<file path="config.mk">
export PLATFORM = sky130hd
export DESIGN_NAME = msi_flip_logic
export DESIGN_NICKNAME = d
export VERILOG_FILES = /design/src/design/msi_pkg.sv /design/src/design/msi_flip_logic.sv
export SDC_FILE = /design/constraint.sdc
export NUM_CORES = 2
export LEC_CHECK = 0
export BUFFER_PORTS_ARGS = -buffer_cell sky130_fd_sc_hd__clkbuf_2
export CAP_MARGIN = 5
export CORE_AREA = 2 2 384 386
export DETAILED_ROUTE_END_ITERATION = 8
export DIE_AREA = 0 0 386 388
export RECOVER_POWER = 25
export SLEW_MARGIN = 20
export SYNTH_ARGS = -nofsm -noshare
export SYNTH_HDL_FRONTEND = slang
export SYNTH_SLANG_ARGS = --single-unit
</file>
<file path="constraint.sdc">
create_clock -name vclk -period 9.9
set_input_delay 0 -clock vclk [all_inputs]
set_output_delay 0 -clock vclk [all_outputs]
set_load 0.01 [all_outputs]
</file>
<file path="src/design/msi_pkg.sv">
// Shared constants, types and helper functions for the multi-spin Ising update block.
// Depends on nothing; every other design file but msi_checker uses it.
package msi_pkg;

	// Lattice geometry.
	localparam int SIDE   = 64;
	localparam int NSITES = SIDE * SIDE;
	localparam int ADDR_W = $clog2(NSITES);
	localparam int AW1    = ADDR_W + 1;

	// Field widths.
	localparam int WORD_W    = 64;
	localparam int SITE_W    = 12;
	localparam int DRAW_W    = 16;
	localparam int THR_W     = 16;
	localparam int CFG_IDX_W = 3;

	// Acceptance table layout: entry = edge * EDGE_STEP + spin * SPIN_STEP + count.
	localparam int N_BOND        = 4;
	localparam int CNT_W         = 3;
	localparam int TBL_SPIN_STEP = N_BOND + 1;
	localparam int TBL_EDGE_STEP = 2 * TBL_SPIN_STEP;
	localparam int N_ENTRY       = 2 * TBL_EDGE_STEP;
	localparam int ENTRY_W       = $clog2(N_ENTRY);
	localparam int THR_PER_REG   = 4;
	localparam int N_THR_REG     = N_ENTRY / THR_PER_REG;

	// Column extraction: site / SIDE by reciprocal multiply, then one correction step.
	localparam int RECIP_K = 24;
	localparam int RECIP   = (1 << RECIP_K) / SIDE;
	localparam int PROD_W  = SITE_W + RECIP_K;
	localparam int RB_W    = SITE_W + $clog2(SIDE + 1);

	typedef logic [WORD_W-1:0]    word_t;
	typedef logic [ADDR_W-1:0]    addr_t;
	typedef logic [SITE_W-1:0]    site_t;
	typedef logic [DRAW_W-1:0]    draw_t;
	typedef logic [THR_W-1:0]     thr_t;
	typedef logic [CFG_IDX_W-1:0] cfg_idx_t;

	localparam word_t ALL_ONES = ~word_t'(0);

	typedef enum logic [1:0] {
		OP_WR_SPIN = 2'd0,
		OP_WR_COUP = 2'd1,
		OP_UPDATE  = 2'd2,
		OP_RD_SPIN = 2'd3
	} op_t;

	typedef enum logic [1:0] {
		BOND_W = 2'd0,
		BOND_E = 2'd1,
		BOND_N = 2'd2,
		BOND_S = 2'd3
	} bond_t;

	typedef enum logic [CFG_IDX_W-1:0] {
		CFG_THR_A  = 3'd0,
		CFG_THR_B  = 3'd1,
		CFG_THR_C  = 3'd2,
		CFG_THR_D  = 3'd3,
		CFG_THR_E  = 3'd4,
		CFG_ALWAYS = 3'd5
	} cfg_reg_t;

	typedef enum logic [2:0] {
		ST_IDLE,
		ST_ISSUE,
		ST_RD2,
		ST_RD3,
		ST_CALC,
		ST_WAIT,
		ST_DONE
	} state_t;

	typedef logic [N_BOND-1:0][WORD_W-1:0] coup_row_t;

	typedef struct packed {
		thr_t [N_ENTRY-1:0]   thr;
		logic [N_ENTRY-1:0]   always_acc;
	} acc_cfg_t;

	typedef struct packed {
		logic  we;
		addr_t waddr;
		word_t wdata;
		addr_t raddr_a;
		addr_t raddr_b;
	} spin_cmd_t;

	typedef struct packed {
		logic  we;
		addr_t waddr;
		bond_t bond;
		word_t wdata;
		addr_t raddr;
	} coup_cmd_t;

	// Operands of one update, held by the sequencer for the flip logic.
	typedef struct packed {
		word_t     me;
		word_t     n_spin;
		word_t     s_spin;
		coup_row_t coup;
		logic      at_w;
		logic      at_e;
		draw_t     draw;
	} nbr_t;

	function automatic logic site_in_range(site_t s);
		return int'(s) < NSITES;
	endfunction

endpackage

</file>
<file path="src/design/msi_flip_logic.sv">
// Per-lane Metropolis decision: unsatisfied-bond count, table entry and flip mask.
// Depends on msi_pkg.
module msi_flip_logic (
	input  msi_pkg::acc_cfg_t acc_cfg,
	input  msi_pkg::nbr_t     nbr,
	input  msi_pkg::word_t    w_spin,
	input  msi_pkg::word_t    e_spin,
	output msi_pkg::word_t    flips
);
	import msi_pkg::*;

	word_t              uw, ue, un, us;
	logic [N_ENTRY-1:0] acc;
	logic               edge_col;
	logic [CNT_W-1:0]   cnt [WORD_W];
	logic [ENTRY_W-1:0] idx [WORD_W];

	// Bonds leaving the lattice on the west or east side always count as unsatisfied.
	always_comb begin
		uw = nbr.at_w ? ALL_ONES : (nbr.coup[BOND_W] ^ w_spin ^ nbr.me);
		ue = nbr.at_e ? ALL_ONES : (nbr.coup[BOND_E] ^ e_spin ^ nbr.me);
		un = nbr.coup[BOND_N] ^ nbr.n_spin ^ nbr.me;
		us = nbr.coup[BOND_S] ^ nbr.s_spin ^ nbr.me;
		edge_col = nbr.at_w | nbr.at_e;
		for (int i = 0; i < N_ENTRY; i++) begin
			acc[i] = (nbr.draw < acc_cfg.thr[i]) || acc_cfg.always_acc[i];
		end
	end

	always_comb begin
		for (int l = 0; l < WORD_W; l++) begin
			cnt[l] = CNT_W'(uw[l]) + CNT_W'(ue[l]) + CNT_W'(un[l]) + CNT_W'(us[l]);
			idx[l] = (edge_col ? ENTRY_W'(TBL_EDGE_STEP) : '0)
				+ (nbr.me[l] ? ENTRY_W'(TBL_SPIN_STEP) : '0)
				+ ENTRY_W'(cnt[l]);
			flips[l] = acc[idx[l]];
		end
	end

endmodule

</file>
==> flow_summary.json <==
{
  "status": "complete, but fails checks",
  "violations": "capacitance limit, slew limit",
  "grt_use_met3": 0.0314,
  "synth_top_area_frac": 0.176,
  "finalCriticalPeriod_ns": 6.87,
  "synthesis.instances": 4117,
  "vdd_ir_drop_max_mv": 0.0622,
  "finalSetupTns_ns": 0,
  "holdPathStages": 3,
  "crit_type": "in -> out",
  "drt_first_pass_iters": 6,
  "route.antenna.remaining_nets": 0,
  "synthXorXnorAreaFrac": 0.155,
  "synth_top_family_by_area": "multiplexers",
  "drt-total-wl_mm": 150,
  "drc": 0,
  "synth_nets": 5543,
  "grt_pass1_vias": 35000,
  "num_rows": 140,
  "synthMuxAreaShare": 0.226,
  "grt-ovfl-total": 0,
  "synth_top_area_cell": "mux4_2",
  "drv_cap": 2,
  "postCtsHoldBufs": 0,
  "crit_path_start_kind": "input port",
  "multiInputGateArea_um2": 30900,
  "finalPower_w": 0.00434,
  "synth_area_leaders": "mux4_2 (18%), ha_1 (14%), xor2_1 (9.6%), fa_1 (7.6%), xnor2_1 (5.9%)",
  "via_count": 35200,
  "cellPowerDensity_nw_per_um2": 107,
  "gp_congestion": 0.996,
  "avgRoutedWirePerCell_um": 22.2,
  "yosysWarnings": 0,
  "busiest_layer": "met2",
  "min-delay-start": "nbr[465]",
  "area_delta_synth_final_pct": 20.2,
  "hold_path_class": "in -> out",
  "synthDistinctLibCells": 79,
  "fin_nets": 6280,
  "grt_pass1_wl_mm": 220,
  "yosys.area_share.simple": 0.144,
  "worst_pin_slew_ns": 3.11,
  "min_to": "flips[63]",
  "syn_area_um2": 33700,
  "fill_cells": 15700,
  "synth_seq_area_share": 0,
  "io_pins": 998,
  "drt-initial-drc-count": 2888,
  "avgSynthCellArea_um2": 8.17,
  "start_util": 0.232,
  "cp-end-kind": "output pin",
  "chipWidth_um": 386,
  "cts_setup_buffers": 0,
  "regArea_um2": 0,
  "finalMaxSlewViolations": 44,
  "worst_ep_arrival_time_ns": 6.87,
  "synth_adder_area_share": 0.211,
  "worstPathRequired_ns": 9.90,
  "via_per_inst": 5.19,
  "n_sequential_cell": 0,
  "ctsResizeCount": 0,
  "finalHoldViolCount": 0,
  "drive_above_1_share": 0.284,
  "die_h_um": 388,
  "power.leakage_nw": 18.9,
  "antenna_found_initial": 31,
  "crit_fanout": 42,
  "dp_hpwl_mm": 115,
  "setup_viol": 0,
  "max_freq_mhz": 146,
  "grt_max_degree": 148,
  "design.core.area_um2": 145000,
  "dieArea_um2": 150000,
  "port_buffers": 998,
  "synth_compound_area_frac": 0.174,
  "slew_headroom": -1.08,
  "track_usage": 0.193,
  "grt_use_met1": 0.244,
  "clock_buffers": 0,
  "fin_crit_sh": 0.694,
  "gr-usage-met2": 0.332,
  "rsz0062_at_grt": "no"
}
worst max-delay path by stage:
stage	end	cells after the start	from	slack [ns]
floorplan	flips[2]	14	nbr[17]	2.09
CTS	flips[22]	12	nbr[11]	5.00
global placement	flips[53]	13	nbr[13]	4.79
global route	flips[22]	12	nbr[9]	2.83
detailed placement	flips[22]	12	nbr[11]	5.01
finish	flips[19]	11	nbr[9]	3.03
synthesized netlist by cell type (20+ instances only):
master / count
inv_1: 476
xor2_1: 368
ha_1: 364
a21oi_1: 280
mux4_2: 263
nand2_1: 261
nor2_1: 246
xnor2_1: 227
clkbuf_1: 221
fa_1: 128
nand3_1: 126
o21ai_0: 124
mux2i_1: 85
o21a_1: 78
o22a_1: 63
a211oi_1: 56
nor2b_1: 53
buf_1: 49
nand3b_1: 41
nand4_1: 41
a21o_1: 37
a31oi_1: 34
nand2b_1: 32
or3_1: 31
mux2_2: 29
nor3_1: 24
a22oi_1: 23
or4_1: 22
buf_2: 20
power breakdown:
group / internal [W] / leakage, nW / switching [W]
clock: 0.0000000000918 / 0.0000933 / 0
combinational: 0.00200 / 18.9 / 0.00234
sequential: 0 / 0 / 0
cells by family (layout without fill, tap and decap cells):
family | Yosys count | in the layout
AND/OR/NAND/NOR | 978 | 978
AO/OA/AOI/OAI | 874 | 874
buffers and inverters | 782 | 1517
XOR/XNOR | 595 | 595
adder cells (fa/ha/maj) | 492 | 492
multiplexers | 396 | 396
other | 0 | 15
layout make-up:
cell class,count,share of cell area
repair buffers,1040,0.132
inverters,477,0.0445
diodes,15,0.000928
well taps,1917,0.0593
multi-input cells,3335,0.763
routing by layer:
layer / routed length [um] / share of wire / vias up
met5: 95 / 0.00063 / -
met4: 4770 / 0.032 / 14
met3: 12200 / 0.081 / 251
met2: 72200 / 0.48 / 1729
met1: 61200 / 0.41 / 16900
li1: - / - / 16200
metrics by stage:
| stage | util | instance area [um2] | worst slack, ns | hold WS, ns | std cells |
|---|---|---|---|---|---|
| after CTS | 0.278 | 40400 | 5.00 | 0.515 | 6769 |
| after floorplan | - | 33700 | 2.09 | 0.253 | 4117 |
| final | 0.279 | 40400 | 3.03 | 0.520 | 6784 |
| after global routing | 0.278 | 40400 | 2.83 | 0.548 | 6781 |
| after global placement | 0.278 | 40400 | 4.79 | 0.509 | 6769 |
| after detailed placement | 0.278 | 40400 | 5.01 | 0.514 | 6769 |
worst max-delay path, cell delays in order:
cell and delay (ns):
clkbuf_1 1.14, ha_1 0.33, a21oi_1 0.05, o21ai_0 0.58, a31oi_1 0.26, a31oi_1 2.40
buf_4 0.88, mux4_2 0.38, o32ai_1 0.07, or4_1 0.57, clkbuf_2 0.16
cells in the final DEF, fill, tap and decap left out, drive strengths merged, types with 42 or more instances in the layout:
master  Yosys  final
mux4      282    282
clkbuf    226    996
mux2i      85     85
xnor2     227    227
a211oi     58     58
buf        79     44
o21a       78     78
a21oi     280    280
nand2     261    261
o22a       63     63
o21ai     139    139
nand3     126    126
nand3b     42     42
xor2      368    368
nor2b      55     55
ha        364    364
nor2      246    246
inv       477    477
fa        128    128
(Power assumes the default switching activity.)
