File: config.mk
export PLATFORM = sky130hd
export DESIGN_NAME = msi_cfg_regs
export DESIGN_NICKNAME = d
export VERILOG_FILES = /design/src/design/msi_pkg.sv /design/src/design/msi_cfg_regs.sv
export SDC_FILE = /design/constraint.sdc
export NUM_CORES = 1
export LEC_CHECK = 0
export CORE_UTILIZATION = 35
export CTS_CLUSTER_SIZE = 12
export DETAILED_ROUTE_END_ITERATION = 6
export DONT_BUFFER_PORTS = 1
export PLACE_DENSITY = 0.52
export SYNTH_ARGS = -nofsm -noshare
export SYNTH_HDL_FRONTEND = slang
export SYNTH_SLANG_ARGS = --single-unit
File: constraint.sdc
create_clock -name clk -period 1.3 [get_ports clk]
set_input_delay 0.13 -clock clk [delete_from_list [all_inputs] [get_ports clk]]
set_output_delay 0.13 -clock clk [all_outputs]
set_load 0.005 [all_outputs]
File: src/design/msi_pkg.sv
// Shared constants, types and helper functions for the multi-spin Ising update block.
// Depends on nothing; every other design file but msi_checker uses it.
package msi_pkg;

	// Lattice geometry.
	localparam int SIDE   = 64;
	localparam int NSITES = SIDE * SIDE;
	localparam int ADDR_W = $clog2(NSITES);
	localparam int AW1    = ADDR_W + 1;

	// Field widths.
	localparam int WORD_W    = 64;
	localparam int SITE_W    = 12;
	localparam int DRAW_W    = 16;
	localparam int THR_W     = 16;
	localparam int CFG_IDX_W = 3;

	// Acceptance table layout: entry = edge * EDGE_STEP + spin * SPIN_STEP + count.
	localparam int N_BOND        = 4;
	localparam int CNT_W         = 3;
	localparam int TBL_SPIN_STEP = N_BOND + 1;
	localparam int TBL_EDGE_STEP = 2 * TBL_SPIN_STEP;
	localparam int N_ENTRY       = 2 * TBL_EDGE_STEP;
	localparam int ENTRY_W       = $clog2(N_ENTRY);
	localparam int THR_PER_REG   = 4;
	localparam int N_THR_REG     = N_ENTRY / THR_PER_REG;

	// Column extraction: site / SIDE by reciprocal multiply, then one correction step.
	localparam int RECIP_K = 24;
	localparam int RECIP   = (1 << RECIP_K) / SIDE;
	localparam int PROD_W  = SITE_W + RECIP_K;
	localparam int RB_W    = SITE_W + $clog2(SIDE + 1);

	typedef logic [WORD_W-1:0]    word_t;
	typedef logic [ADDR_W-1:0]    addr_t;
	typedef logic [SITE_W-1:0]    site_t;
	typedef logic [DRAW_W-1:0]    draw_t;
	typedef logic [THR_W-1:0]     thr_t;
	typedef logic [CFG_IDX_W-1:0] cfg_idx_t;

	localparam word_t ALL_ONES = ~word_t'(0);

	typedef enum logic [1:0] {
		OP_WR_SPIN = 2'd0,
		OP_WR_COUP = 2'd1,
		OP_UPDATE  = 2'd2,
		OP_RD_SPIN = 2'd3
	} op_t;

	typedef enum logic [1:0] {
		BOND_W = 2'd0,
		BOND_E = 2'd1,
		BOND_N = 2'd2,
		BOND_S = 2'd3
	} bond_t;

	typedef enum logic [CFG_IDX_W-1:0] {
		CFG_THR_A  = 3'd0,
		CFG_THR_B  = 3'd1,
		CFG_THR_C  = 3'd2,
		CFG_THR_D  = 3'd3,
		CFG_THR_E  = 3'd4,
		CFG_ALWAYS = 3'd5
	} cfg_reg_t;

	typedef enum logic [2:0] {
		ST_IDLE,
		ST_ISSUE,
		ST_RD2,
		ST_RD3,
		ST_CALC,
		ST_WAIT,
		ST_DONE
	} state_t;

	typedef logic [N_BOND-1:0][WORD_W-1:0] coup_row_t;

	typedef struct packed {
		thr_t [N_ENTRY-1:0]   thr;
		logic [N_ENTRY-1:0]   always_acc;
	} acc_cfg_t;

	typedef struct packed {
		logic  we;
		addr_t waddr;
		word_t wdata;
		addr_t raddr_a;
		addr_t raddr_b;
	} spin_cmd_t;

	typedef struct packed {
		logic  we;
		addr_t waddr;
		bond_t bond;
		word_t wdata;
		addr_t raddr;
	} coup_cmd_t;

	// Operands of one update, held by the sequencer for the flip logic.
	typedef struct packed {
		word_t     me;
		word_t     n_spin;
		word_t     s_spin;
		coup_row_t coup;
		logic      at_w;
		logic      at_e;
		draw_t     draw;
	} nbr_t;

	function automatic logic site_in_range(site_t s);
		return int'(s) < NSITES;
	endfunction

endpackage

File: src/design/msi_cfg_regs.sv
// Acceptance-table configuration registers: five threshold words and the always flags.
// Depends on msi_pkg.
module msi_cfg_regs (
	input  logic               clk,
	input  logic               arst_n,
	input  logic               cfg_we,
	input  msi_pkg::cfg_idx_t  cfg_index,
	input  msi_pkg::word_t     cfg_data,
	output msi_pkg::acc_cfg_t  acc_cfg
);
	import msi_pkg::*;

	word_t              thr_reg_q [N_THR_REG];
	logic [N_ENTRY-1:0] always_q;

	always_ff @(posedge clk or negedge arst_n) begin
		if (!arst_n) begin
			for (int r = 0; r < N_THR_REG; r++) begin
				thr_reg_q[r] <= '0;
			end
			always_q <= '0;
		end else if (cfg_we) begin
			case (cfg_index)
				CFG_THR_A:  thr_reg_q[0] <= cfg_data;
				CFG_THR_B:  thr_reg_q[1] <= cfg_data;
				CFG_THR_C:  thr_reg_q[2] <= cfg_data;
				CFG_THR_D:  thr_reg_q[3] <= cfg_data;
				CFG_THR_E:  thr_reg_q[4] <= cfg_data;
				CFG_ALWAYS: always_q     <= cfg_data[N_ENTRY-1:0];
				default:    ;
			endcase
		end
	end

	// Entry r*4+k sits in bits 16k and up of threshold word r.
	always_comb begin
		for (int r = 0; r < N_THR_REG; r++) begin
			for (int k = 0; k < THR_PER_REG; k++) begin
				acc_cfg.thr[r*THR_PER_REG + k] = thr_reg_q[r][k*THR_W +: THR_W];
			end
		end
		acc_cfg.always_acc = always_q;
	end

endmodule

==> results.md, run 1 <==
Layout:
- Cells fill 41.4% of the core in the end.
- The area added between synthesis and finish is 16.7%.
- For this run, the post-layout net count is 886.
- For this run, the number of standard cells in the final layout without fillers is 1359.
- Of the cells placed in the final design, the portion with a size suffix greater than 1 is 50.3%.
- The count of antenna diodes in the layout is 0.

Floorplanning:
- The total area inside the core boundary comes to 38600 um2.
- Once the floorplan was initialized, standard cells occupied 35.5% of the core.
- The I/O pin count is 410.
- The die is 200 um wide.
- The floorplan step defined a die boundary enclosing 40000 um2.
- The initialized floorplan defines 72 standard-cell rows.
- The die height is 200 um.

Critical path:
- The critical path endpoint category is a flip-flop.
- Data arrives at the worst endpoint at 1600 ps.
- For flop-to-flop paths, the worst setup slack is 460 ps.
- Of all nets on the critical path, the largest fanout is 11.
- The required arrival time at the worst endpoint is 1710 ps.
- The largest delay contributor family on the critical path is buffers and inverters.
- The highest-delay cell along the critical path is sky130_fd_sc_hd__dlygate4sd3_1.
- The critical path goes through nor4b_4, buf_12, dlygate4sd3_1, mux2_2.
- The number of buffers and inverters on the critical path is 2.
- The critical path in this run is classified as input port to flip-flop.
- The worst setup path is launched from an input port.
- For this run, the slowest stage of the critical path takes 620 ps.

Clocking:
- The clock insertion delay at the later pin of the skew report is 530 ps.
- The clock buffer count from CTS is 38.
- Clock-pin slew was measured on the worst setup and hold paths at 50 ps.
- The buffer levels on the longest clock path is 3.
- The clock tree from TritonCTS is done.
- The root buffer selected by CTS is sky130_fd_sc_hd__clkbuf_16.
- The total of hold buffers inserted after clock tree synthesis is 66.
- In this run the number of H-tree levels came out at 2.
- The clock sink count is 340.

Power:
- The net load switching power is 0.00735 W.
- The clock network burns 35.1% of the power.
- The peak ir drop on the vdd network is 835 uV.
- Cell internal power was estimated by the tool at 0.0216 W.
- The sequential share of power is 52.6%.
- The areal power density over the cells is 1810 nW/um2.
- The combinational fraction of design power is 12.3%.
- For this design the static power due to leakage is 7.07 nW.
- The share of total power consumed by net switching is 25.4%.
- The final total power is 0.0290 W.

STA:
- The post-layout minimum cycle time is 1180 ps.
- Setup violations remaining at the end of the flow were counted as 0.
- The worst slack on hold paths is -711 ps.
- Headroom to the max-slew limit came out at 37.8%.
- The hold violation count in the final report is 340.
- At the pin with the least slew margin, the transition time is 933 ps.
- For this run, the top clock speed supported by timing is 846 MHz.
- Dividing the final minimum period by the clock period gives 91.0%.
- The post-route clock skew is 0 ps.
- The number of pins with negative max-slew slack in the final report is 0.
- Adding up every negative setup slack in the final design gives 0 ps.
- Setup repair after global routing left no endpoint under its margin.

Run status:
- The final reports fail on negative hold slack.
- The flow ran to the end, but the final reports show violations.

GRT:
- The number of global-route vias before repair came to 7261.
- The total overflow left after global routing is 0.
- The first-pass GRT wire length is 46500 um.
- The overall routing resource usage is 15.4%.
- Entering global routing, the biggest net connects 341 pins.
- The number of antenna violations at the first check in global routing is 0.

Synth:
- The cell count after synthesis is 723.
- The synthesized area per cell is 19.0 um2.
- The post-synthesis sequential element count is 340.
- The synthesized area is 13700 um2.
- The number of warnings issued by yosys is 0.
- Counting every net in the synthesized netlist gives 793.
- The number of different library cells used by synthesis comes to 10.
- The register area share after synthesis is 62.1%.

Placed design:
- The final estimated routing congestion in global placement is 0.733.
- The count of placed standard cells including taps is 1228.
- The wire-length estimate of the detail-placed layout is 20800 um.
- The number of port buffers is 0.

Job:
- The number of max-cap violations is 0.

Route:
- The initial DRC count is 166.
- The number of routed nets with antenna violations is 0.
- Detailed routing inserted a total of 6535 vias.
- The pre-antenna-repair detailed-routing pass consisted of 4 iterations.
- The average vias per placed instance is 4.81.
- The wire length per cell is 23.3 um.
- In the routed design, unresolved DRC markers number 0.
- For this block, the routed nets add up to 31700 um of wire.

Hold path:
- The worst hold path class is input port to asynchronous set/reset pin.
-- sequential cells by signal (all words and copies together) (netlist names) --
| signal | flops |
|---|---|
| always_q | 20 |
| acc_cfg | 320 |
-- cells in the mapped netlist --
library cell | instances | share of area (%)
sky130_fd_sc_hd__mux2_4 | 190 | 21
sky130_fd_sc_hd__dfrtp_1 | 340 | 62
sky130_fd_sc_hd__buf_6 | 4 | 0.33
sky130_fd_sc_hd__and4bb_1 | 3 | 0.27
sky130_fd_sc_hd__buf_12 | 24 | 3.5
sky130_fd_sc_hd__buf_4 | 6 | 0.33
sky130_fd_sc_hd__mux2_2 | 150 | 12
sky130_fd_sc_hd__nand4b_1 | 2 | 0.13
sky130_fd_sc_hd__buf_2 | 3 | 0.11
sky130_fd_sc_hd__nor4b_2 | 1 | 0.11
-- final cells by class --
| type | instances | area, um2 |
|---|---|---|
| clock buffers | 56 | 1130 |
| clock inverters | 9 | 56.3 |
| fillers | 3378 | 22700 |
| multi-input cells | 346 | 4630 |
| flip-flops and latches | 340 | 8510 |
| well taps | 518 | 648 |
| repair buffers | 90 | 1020 |
-- timing repair --
| action | CTS | global route |
|---|---|---|
| buffers inserted | 0 | 0 |
| hold endpoints to repair | 680 | 340 |
| resized for setup | 0 | 0 |
-- power by group through the flow --
stage               clock network [W]  registers (W)  logic (W)
CTS                            0.0105         0.0153    0.00361
detailed placement                  0         0.0154    0.00329
floorplan                           0         0.0144    0.00301
global route                   0.0109         0.0155    0.00385
finish                         0.0102         0.0152    0.00356
global placement                    0         0.0154    0.00312
-- stage by stage --
stage	setup WS [ps]	area, um2
2_1_floorplan	93.7	13700
3_3_place_gp	1.46	14100
3_5_place_dp	-12.0	14100
4_1_cts	143	16000
5_1_grt	97.8	16000
6_report	117	16000
-- placed cells by master, fill, tap and decap left out --
master / count
sky130_fd_sc_hd__buf_12: 14
sky130_fd_sc_hd__mux2_4: 190
sky130_fd_sc_hd__clkinvlp_4: 3
sky130_fd_sc_hd__buf_4: 10
sky130_fd_sc_hd__clkinv_4: 1
sky130_fd_sc_hd__mux2_2: 150
sky130_fd_sc_hd__clkbuf_1: 10
sky130_fd_sc_hd__nand4b_1: 2
sky130_fd_sc_hd__dlygate4sd3_1: 66
sky130_fd_sc_hd__nor4b_4: 1
sky130_fd_sc_hd__dfrtp_1: 340
sky130_fd_sc_hd__and4bb_4: 3
sky130_fd_sc_hd__clkinv_2: 5
sky130_fd_sc_hd__clkbuf_16: 41
sky130_fd_sc_hd__clkbuf_8: 5
-- layer usage --
metal	track usage (%)	vias to the layer above	share of wire [%]
li1	-	2755	-
met1	18.8	3434	40
met2	24.2	293	47
met3	6.65	53	11
met4	5.23	0	2.2
met5	0	-	0
-- worst paths after layout --
kind,start,endpoint,cells past startpoint
worst max-delay path,cfg_index[0],acc_cfg[24],4
worst min-delay path,arst_n,acc_cfg[236],0
worst max register to register,acc_cfg[173],acc_cfg[173],1
worst min register to register,acc_cfg[251],acc_cfg[251],1
max in group asynchronous,arst_n,acc_cfg[335],0
min in group clk,cfg_index[0],acc_cfg[75],4
-- cell families (layout without fill, tap and decap cells) --
group	count (synthesis)	after routing	share of synthesized area, %
flip-flops	340	340	62.1
AND/OR/NAND/NOR	6	6	0.511
multiplexers	340	340	33.1
buffers and inverters	37	155	4.27
Note: power is estimated with default switching activity, not from simulation.
==> run 2, diff against run 1 <==
--- a/config.mk
+++ b/config.mk
@@ -5,11 +5,13 @@
 export SDC_FILE = /design/constraint.sdc
 export NUM_CORES = 1
 export LEC_CHECK = 0
+export ABC_AREA = 1
 export CORE_UTILIZATION = 35
 export CTS_CLUSTER_SIZE = 12
 export DETAILED_ROUTE_END_ITERATION = 6
 export DONT_BUFFER_PORTS = 1
 export PLACE_DENSITY = 0.52
+export SLEW_MARGIN = 20
 export SYNTH_ARGS = -nofsm -noshare
 export SYNTH_HDL_FRONTEND = slang
 export SYNTH_SLANG_ARGS = --single-unit
==> run 2 against run 1 <==
  * Power fell by 3.3%
  * Design area shrank 0.63%
  * Register-to-register slack better by 150 ps
  * The run still ends with negative hold slack left
  * Count of clock-buffer cells in the layout up 5
  * Critical path type unchanged
  * Wire length increased by 38%
  * Core utilization up 1.7 points
  * Synthesized area is 3.8% lower
  * Sequential share of layout area grew 0.34 points
==> results.md, run 2 <==
Run status:
- The run finished, with violations left.
- The checks that failed: negative hold slack.

Layout:
- The final net count is 1603 (+81%).
- The area added between synthesis and finish is 20.5%.
- Leaving out fill and tap cells, the most frequent cell in the layout is sky130_fd_sc_hd__nand2_1.
- The flip-flop count of the largest register, all copies and words added is 320 (unchanged).
- The count of non-filler cells in the finished layout is 2062 (+52%).
- The count of antenna diodes in the layout is 0 (unchanged).
- The count of fill cells added during filler insertion was 3606 (+6.7%).
- The fraction of layout cells with a size suffix above 1 is 6.80% (-43 points).
- The library cells used most frequently in the layout, excluding fill and tap cells, are 769 x sky130_fd_sc_hd__nand2_1, 340 x sky130_fd_sc_hd__dfrtp_1, 256 x sky130_fd_sc_hd__nand3_1, 72 x sky130_fd_sc_hd__dlygate4sd3_1, 41 x sky130_fd_sc_hd__clkbuf_16.

Route:
- The average vias per placed instance was 5.01 (+4.3%).
- The length of the first detailed-routing pass in iterations is 5 (+1).
- The wire length on met1 is 17700 um (+38%).
- The number of routed nets with antenna violations is 0 (unchanged).
- The detailed route wirelength on metal2 came to 20000 um (+35%).
- The post-detailed-route DRC marker count is 0 (unchanged).
- The wire length after detailed routing came to 43700 um (+38%).
- The wire length per cell came to 21.2 um (-9.1%).
- The initial DRC count is 777 (+370%).
- The detailed-route via count is 10339 (+58%).
- The detailed router used layers up to and including met4.
- The met3 wire length was 4860 um (+44%).

Critical path:
- The capture point of the worst reg-to-reg path is acc_cfg[156].
- The critical path goes through dlygate4sd3_1, nor2_4, buf_4, nand2_2, buf_4, nand2_1, nand2_1.
- The critical path is of the input port to flip-flop type.
- The startpoint identified for the worst register-to-register timing path is acc_cfg[156].
- The top fanout value on the critical path is 21 (+10).
- The number of cells on the worst reg-to-reg path was 2 (+1).
- The highest-delay cell along the critical path is sky130_fd_sc_hd__dlygate4sd3_1.
- The required arrival time at the worst endpoint is 1730 ps (+20 ps).
- The critical path endpoint category is a flip-flop.
- The minimum setup slack among reg-to-reg paths is 610 ps (+150 ps).
- The stage delay of the slowest cell on the critical path came to 570 ps (-50 ps).
- The signal arrival time at the worst endpoint is 1650 ps (+50 ps).
- STA classifies the critical path startpoint as an input port.

Placed design:
- The final estimated routing congestion in global placement was 0.783 (+6.7%).
- The post-DP HPWL is 27300 um (+31%).
- The count of placed standard cells including taps is 1922 (+57%).
- The number of port buffers is 0 (unchanged).

Clocking:
- The clock buffer count from CTS was 38 (unchanged).
- The clock edge transition at the registers on the reported setup and hold paths is 50 ps (about the same).
- The maximum level of the CTS H-tree is 2 (unchanged).
- TritonCTS built the clock tree.
- The buffer levels on the longest clock path is 3 (unchanged).
- The total of hold buffers inserted after clock tree synthesis was 73 (+11%).
- The clock insertion delay at the later pin of the skew report was 540 ps (about the same).
- The root buffer selected by CTS is sky130_fd_sc_hd__clkbuf_16.
- The clock sink count is 340 (unchanged).

STA:
- The total setup violations reported at the end of the flow is 0 (unchanged).
- The portion of the clock cycle consumed by the worst path in the final layout is 94.1% (+3.1 points).
- The post-route clock skew was 0 ps (unchanged).
- Setup repair after global routing left no endpoint under its margin.
- The hold violation count in the final report is 341 (+0.29%).
- The post-layout minimum cycle time is 1220 ps (+40.2 ps).
- The final total negative setup slack is 0 ps (unchanged).
- The slew at the pin closest to its max-slew limit is 606 ps (-327 ps).
- The maximum clock frequency was 818 MHz (-3.3%).
- The number of pins with negative max-slew slack in the final report is 0 (unchanged).
- The worst slack on hold paths is -710 ps (+0.569 ps).
- The relative max-transition margin is 59.6% (+22 points).

GRT:
- The first-pass GRT wire length is 67400 um (+45%).
- The number of antenna violations at the first check in global routing is 0 (unchanged).
- The pin count of the biggest net entering global routing is 341 (unchanged).
- The number of global-route vias before repair is 10553 (+45%).
- The overflow left after global routing came to 0 (unchanged).
- The overall routing resource usage is 23.0% (+7.6 points).

Floorplanning:
- The total die area is 38500 um2 (-3.7%).
- The area of the core is 36900 um2 (-4.6%).
- The die height came to 196 um (-1.9%).
- The initial standard-cell utilization of the core was 35.8% (+0.31 points).
- The width of the chip was 196 um (-1.9%).
- The number of cell rows is 70 (-2.8%).
- The I/O pin count is 410 (unchanged).

Synth:
- The number of warnings issued by yosys is 0 (unchanged).
- The number of flops mapped to enable cells by yosys came to 0 (unchanged).
- For this run, the leading register cell type out of synthesis is sky130_fd_sc_hd__dfrtp_1.
- The top-area cell type share of the netlist area was 64.5% (+2.4 points).
- By area the synthesized netlist is led by sky130_fd_sc_hd__dfrtp_1 64%, sky130_fd_sc_hd__nand2_1 22%, sky130_fd_sc_hd__nand3_1 9.7%, sky130_fd_sc_hd__buf_2 2.4%, sky130_fd_sc_hd__clkbuf_1 0.94%.
- The compound-gate portion of the synthesized area is 0% (unchanged).
- The total nets after synthesis was 1548 (+95%).
- The cell count after synthesis is 1478 (+100%).
- The commonest cells after synthesis are 773 x sky130_fd_sc_hd__nand2_1, 340 x sky130_fd_sc_hd__dfrtp_1, 256 x sky130_fd_sc_hd__nand3_1.
- The synthesized-area fraction occupied by and/or/nand/nor cells is 32.0% (+31 points).
- The register area share after synthesis is 64.5% (+2.4 points).
- The fraction of registers with async set or reset after synthesis is 100% (unchanged).
- The post-synthesis sequential element count is 340 (unchanged).
- The adder and majority gate portion of the synthesized area came to 0% (unchanged).
- In the post-synthesis netlist, the cell with the most instances is sky130_fd_sc_hd__nand2_1.
- The proportion of synthesized area in mux cells is 0% (-33 points).
- The synthesized area per cell came to 8.93 um2 (-53%).
- The number of distinct standard cells referenced by the synthesized netlist is 11 (+1).
- The post-synthesis xor/xnor area fraction is 0% (unchanged).
- The combinational family with the most area after synthesis is simple AND/OR/NAND/NOR gates.
- Of all cell types, the one taking the most synthesized area is sky130_fd_sc_hd__dfrtp_1.
- The synthesized area came to 13200 um2 (-3.8%).

Power:
- The peak ir drop on the vdd network is 881 uV (+5.5%).
- The areal power density over the cells is 1760 nW/um2 (-2.7%).
- The leakage power total is 8.34 nW (+18%).

Job:
- The number of max-cap violations is 0 (unchanged).

Hold path:
- The worst hold path class is input port to asynchronous set/reset pin.
[run 2: critical path, delay by kind of cell]
kind / cells / cell delay [ps]
buffers and inverters: 3 / 980
and+or+nand+nor: 4 / 510
[run 2: cell families (layout without fill, tap and decap cells)]
group,after synthesis,count (layout)
buffers and inverters,102,182
flip-flops,340,340
AND/OR/NAND/NOR,1036,1036
[run 2: cell type report]
class	instances	area, um2	share of cell area [%]
clock buffer	61	1180	7.43
clock inverter	4	51.3	0.323
inverter	6	22.5	0.142
multi-input combinational	1036	4260	26.8
sequential	340	8510	53.5
tap	504	631	3.97
timing repair buffer	111	1240	7.80
[run 2: layer usage]
metal	vias to the layer above	global-route usage [%]
met4	0	8.25
met3	63	8.63
met2	437	35.3
met5	-	0
li1	4782	-
met1	5057	29.6
[run 2: worst max-delay path by stage]
| stage | from | end | slack (ps) | depth (start not counted) |
|---|---|---|---|---|
| floorplan | cfg_index[0] | acc_cfg[289] | 340 | 5 |
| global placement | cfg_we | acc_cfg[274] | 190 | 7 |
| detailed placement | cfg_we | acc_cfg[271] | 140 | 7 |
| CTS | cfg_index[2] | always_q[10] | 20 | 7 |
| global route | cfg_index[1] | acc_cfg[112] | 40 | 5 |
| finish | cfg_index[2] | acc_cfg[266] | 80 | 7 |
[run 2: where the power goes]
group / switching (W) / total (W) / internal [W]
sequential: 0.00203 / 0.0146 / 0.0126
combinational: 0.00162 / 0.00269 / 0.00107
clock: 0.00430 / 0.0107 / 0.00640
total: 0.00795 / 0.0280 / 0.0201
[run 2: what timing repair did]
item | 4_1_cts | 5_1_grt
gates resized for setup | 0 | 1
endpoints found under the setup margin | 0 | 4
hold endpoints to repair | 680 | 340
buffers inserted | 0 | 2
[run 2: stage by stage]
stage / worst slack, ps / power, W / hold WS (ps) / cell area [um2] / util [%]
after floorplan: 340 / 0.0158 / -166 / 13200 / -
after global placement: 187 / 0.0170 / -159 / 13900 / 37.7
after detailed placement: 144 / 0.0171 / -158 / 13900 / 37.7
after CTS: 21.7 / 0.0283 / -749 / 15900 / 43.1
after global routing: 39.6 / 0.0293 / -742 / 15900 / 43.1
final: 77.2 / 0.0280 / -710 / 15900 / 43.1
==> run 3, diff against run 2 <==
--- a/config.mk
+++ b/config.mk
@@ -11,6 +11,7 @@
 export DETAILED_ROUTE_END_ITERATION = 6
 export DONT_BUFFER_PORTS = 1
 export PLACE_DENSITY = 0.52
+export SETUP_SLACK_MARGIN = 0.2
 export SLEW_MARGIN = 20
 export SYNTH_ARGS = -nofsm -noshare
 export SYNTH_HDL_FRONTEND = slang
==> run 3 against run 2 <==
  * The flow still finishes with violations (negative hold slack)
  * Maximum frequency increased by 8.9%
  * Wire length up 5.5%
  * Design area up 1.1%
  * Count of clock-buffer cells in the layout stayed put
  * Clock power barely moved
  * Sequential power hardly changed
  * Setup slack better by 100 ps
  * Cell count rose by 0.39%
==> results.md, run 3 (synthesis gave the netlist of run 2 again) <==
Placed design:
- The worst slack after detailed placement is 144 ps (unchanged).
- The final estimated routing congestion in global placement is 0.783 (unchanged).
- The area after detailed placement came to 13900 um2 (unchanged).
- The number of port buffers is 0 (unchanged).
- The post-DP HPWL is 27300 um (unchanged).

Layout:
- The count of fill cells added during filler insertion is 3597 (-0.25%).
- The final non-filler cell area is 16100 um2 (+1.1%).
- The fraction of layout cells with a size suffix above 1 is 7.54% (+0.73 points).
- The flip-flop count of the largest register, all copies and words added is 320 (unchanged).
- The count of antenna diodes in the layout is 0 (unchanged).
- The top cell types in the final layout, fill and taps aside, are 768 x sky130_fd_sc_hd__nand2_1, 334 x sky130_fd_sc_hd__dfrtp_1, 256 x sky130_fd_sc_hd__nand3_1, 70 x sky130_fd_sc_hd__dlygate4sd3_1, 44 x sky130_fd_sc_hd__clkbuf_16.
- The final net count is 1611 (+0.50%).
- The core utilization of the finished layout was 43.6% (+0.50 points).
- The area of all sequential standard cells is 8520 um2 (about the same).
- The footprint of the multi-input gates is 4280 um2 (+0.38%).
- From synthesis to final layout, the design area changed by 21.9%.
- The library cell used most frequently in the layout, excluding fill and tap cells, is sky130_fd_sc_hd__nand2_1.

Route:
- The number of routed nets with antenna violations came to 0 (unchanged).
- The wire length per cell is 22.3 um (+5.1%).
- The length of the first detailed-routing pass in iterations is 5 (unchanged).
- The post-detailed-route DRC marker count came to 0 (unchanged).
- The initial DRC count was 739 (-4.9%).
- The wire length after detailed routing is 46100 um (+5.5%).
- The average vias per placed instance came to 5.06 (+0.84%).
- The detailed-route via count is 10466 (+1.2%).

Clocking:
- The root buffer selected by CTS is sky130_fd_sc_hd__clkbuf_16.
- The clock edge transition at the registers on the reported setup and hold paths is 60 ps (about the same).
- The buffer levels on the longest clock path came to 3 (unchanged).
- The maximum level of the CTS H-tree is 2 (unchanged).
- The clock insertion delay at the later pin of the skew report is 540 ps (about the same).
- The clock buffer count from CTS is 38 (unchanged).
- The total of hold buffers inserted after clock tree synthesis is 75 (+2.7%).
- TritonCTS built the clock tree.
- The clock sink count is 340 (unchanged).

GRT:
- The first-pass GRT wire length is 67700 um (+0.39%).
- The pin count of the biggest net entering global routing came to 341 (unchanged).
- The number of antenna violations at the first check in global routing is 1 (+1).
- The number of global-route vias before repair is 10595 (+0.40%).
- The overflow left after global routing came to 0 (unchanged).
- The overall routing resource usage is 23.0% (+0.092 points).

STA:
- The final total negative setup slack is 0 ps (unchanged).
- The maximum clock frequency is 890 MHz (+8.9%).
- The relative max-transition margin is 59.9% (+0.30 points).
- The worst slack on hold paths is -712 ps (-1.59 ps).
- The portion of the clock cycle consumed by the worst path in the final layout was 86.4% (-7.7 points).
- The number of pins with negative max-slew slack in the final report is 0 (unchanged).
- The hold violation count in the final report is 340 (-0.29%).
- Setup repair after global routing could not meet its margin everywhere.
- The worst setup slack after layout is 177 ps (+99.5 ps).
- The slew at the pin closest to its max-slew limit is 601 ps (-4.52 ps).
- The total setup violations reported at the end of the flow is 0 (unchanged).
- The post-layout minimum cycle time is 1120 ps (-99.5 ps).
- The post-route clock skew was 0 ps (unchanged).

Hold path:
- The worst hold path class is input port to asynchronous set/reset pin.

Critical path:
- In this run the critical register-to-register path is launched from acc_cfg[156].
- The worst setup path is captured at an output port.
- The signal arrival time at the worst endpoint is 990 ps (-660 ps).
- The depth of the critical timing path with buffers and inverters included is 0 (-7).
- The number of cells on the worst reg-to-reg path came to 2 (unchanged).
- The required arrival time at the worst endpoint is 1170 ps (-560 ps).
- The kind of critical path is flip-flop to output port.
- The origin of the worst setup path is acc_cfg[151].
- The top fanout value on the critical path came to 2 (-90%).
- The worst setup path is launched from a flip-flop.

Run status:
- The checks that failed: negative hold slack.
- The flow ran to the end, but the final reports show violations.

Power:
- The leakage power total is 8.46 nW (+1.4%).
- The peak ir drop on the vdd network came to 888 uV (+0.83%).
- The areal power density over the cells is 1750 nW/um2 (-0.81%).

Floorplanning:
- The I/O pin count was 410 (unchanged).
- The number of cell rows is 70 (unchanged).
- The area of the core came to 36900 um2 (unchanged).
- The width of the chip is 196 um (unchanged).
- The total die area is 38500 um2 (unchanged).
- The die height is 196 um (unchanged).
- The initial standard-cell utilization of the core is 35.8% (unchanged).

Job:
- The number of max-cap violations came to 0 (unchanged).
## run 3: cell types whose count changed in the layout (fill, tap and decap cells not counted)
cell and change:
sky130_fd_sc_hd__nand2_8 +1, sky130_fd_sc_hd__clkbuf_16 +3, sky130_fd_sc_hd__buf_8 +1, sky130_fd_sc_hd__dlygate4sd3_1 -2
sky130_fd_sc_hd__dfrtp_2 +6, sky130_fd_sc_hd__dlymetal6s4s_1 +5, sky130_fd_sc_hd__buf_12 +1, sky130_fd_sc_hd__dfrtp_1 -6
sky130_fd_sc_hd__nand2_1 -1, sky130_fd_sc_hd__buf_2 -1, sky130_fd_sc_hd__buf_6 +1
## run 3: area by class of cell
cell class	count	share of cell area, %
clock buffers	61	7.35
well taps	504	3.92
repair buffers	119	8.70
inverters	6	0.140
clock inverters	4	0.319
multi-input cells	1036	26.6
flip-flops and latches	340	53.0
## run 3: path summary, 6_finish.rpt
| check | endpoint | slack (ps) |
|---|---|---|
| max | acc_cfg[151] | 180 |
| min | acc_cfg[139] | -710 |
| max reg2reg | acc_cfg[156] | 600 |
| min reg2reg | acc_cfg[66] | 490 |
| max in group asynchronous | acc_cfg[109] | 1500 |
| min in group clk | acc_cfg[98] | 10 |
## run 3: through the flow
step	cells	total power [W]
floorplan	1478	0.0158
global placement	1922	0.0170
detailed placement	1922	0.0171
CTS	2062	0.0283
global route	2070	0.0294
finish	2070	0.0281
## run 3: per-layer routing
layer	part of all wire, %	wire [um]	track usage, %
met2	46	21300	35.4
met3	11	5020	8.73
met4	2.4	1100	8.25
met1	41	18700	29.6
met5	0	0	0
## run 3: timing repair
| item | 4_1_cts | 5_1_grt |
|---|---|---|
| pin swaps | 0 | 1 |
| resized for setup | 1 | 14 |
| buffers inserted | 0 | 2 |
| endpoints found under the setup margin | 308 | 398 |
| hold endpoints to repair | 680 | 340 |
| cloned | 0 | 6 |
## run 3: where the power goes
| part | internal (W) | total, W | leakage (nW) | switching [W] |
|---|---|---|---|---|
| Clock | 0.00640 | 0.0107 | 0.605 | 0.00432 |
| Combinational | 0.00110 | 0.00275 | 3.59 | 0.00164 |
| Sequential | 0.0126 | 0.0146 | 4.27 | 0.00204 |
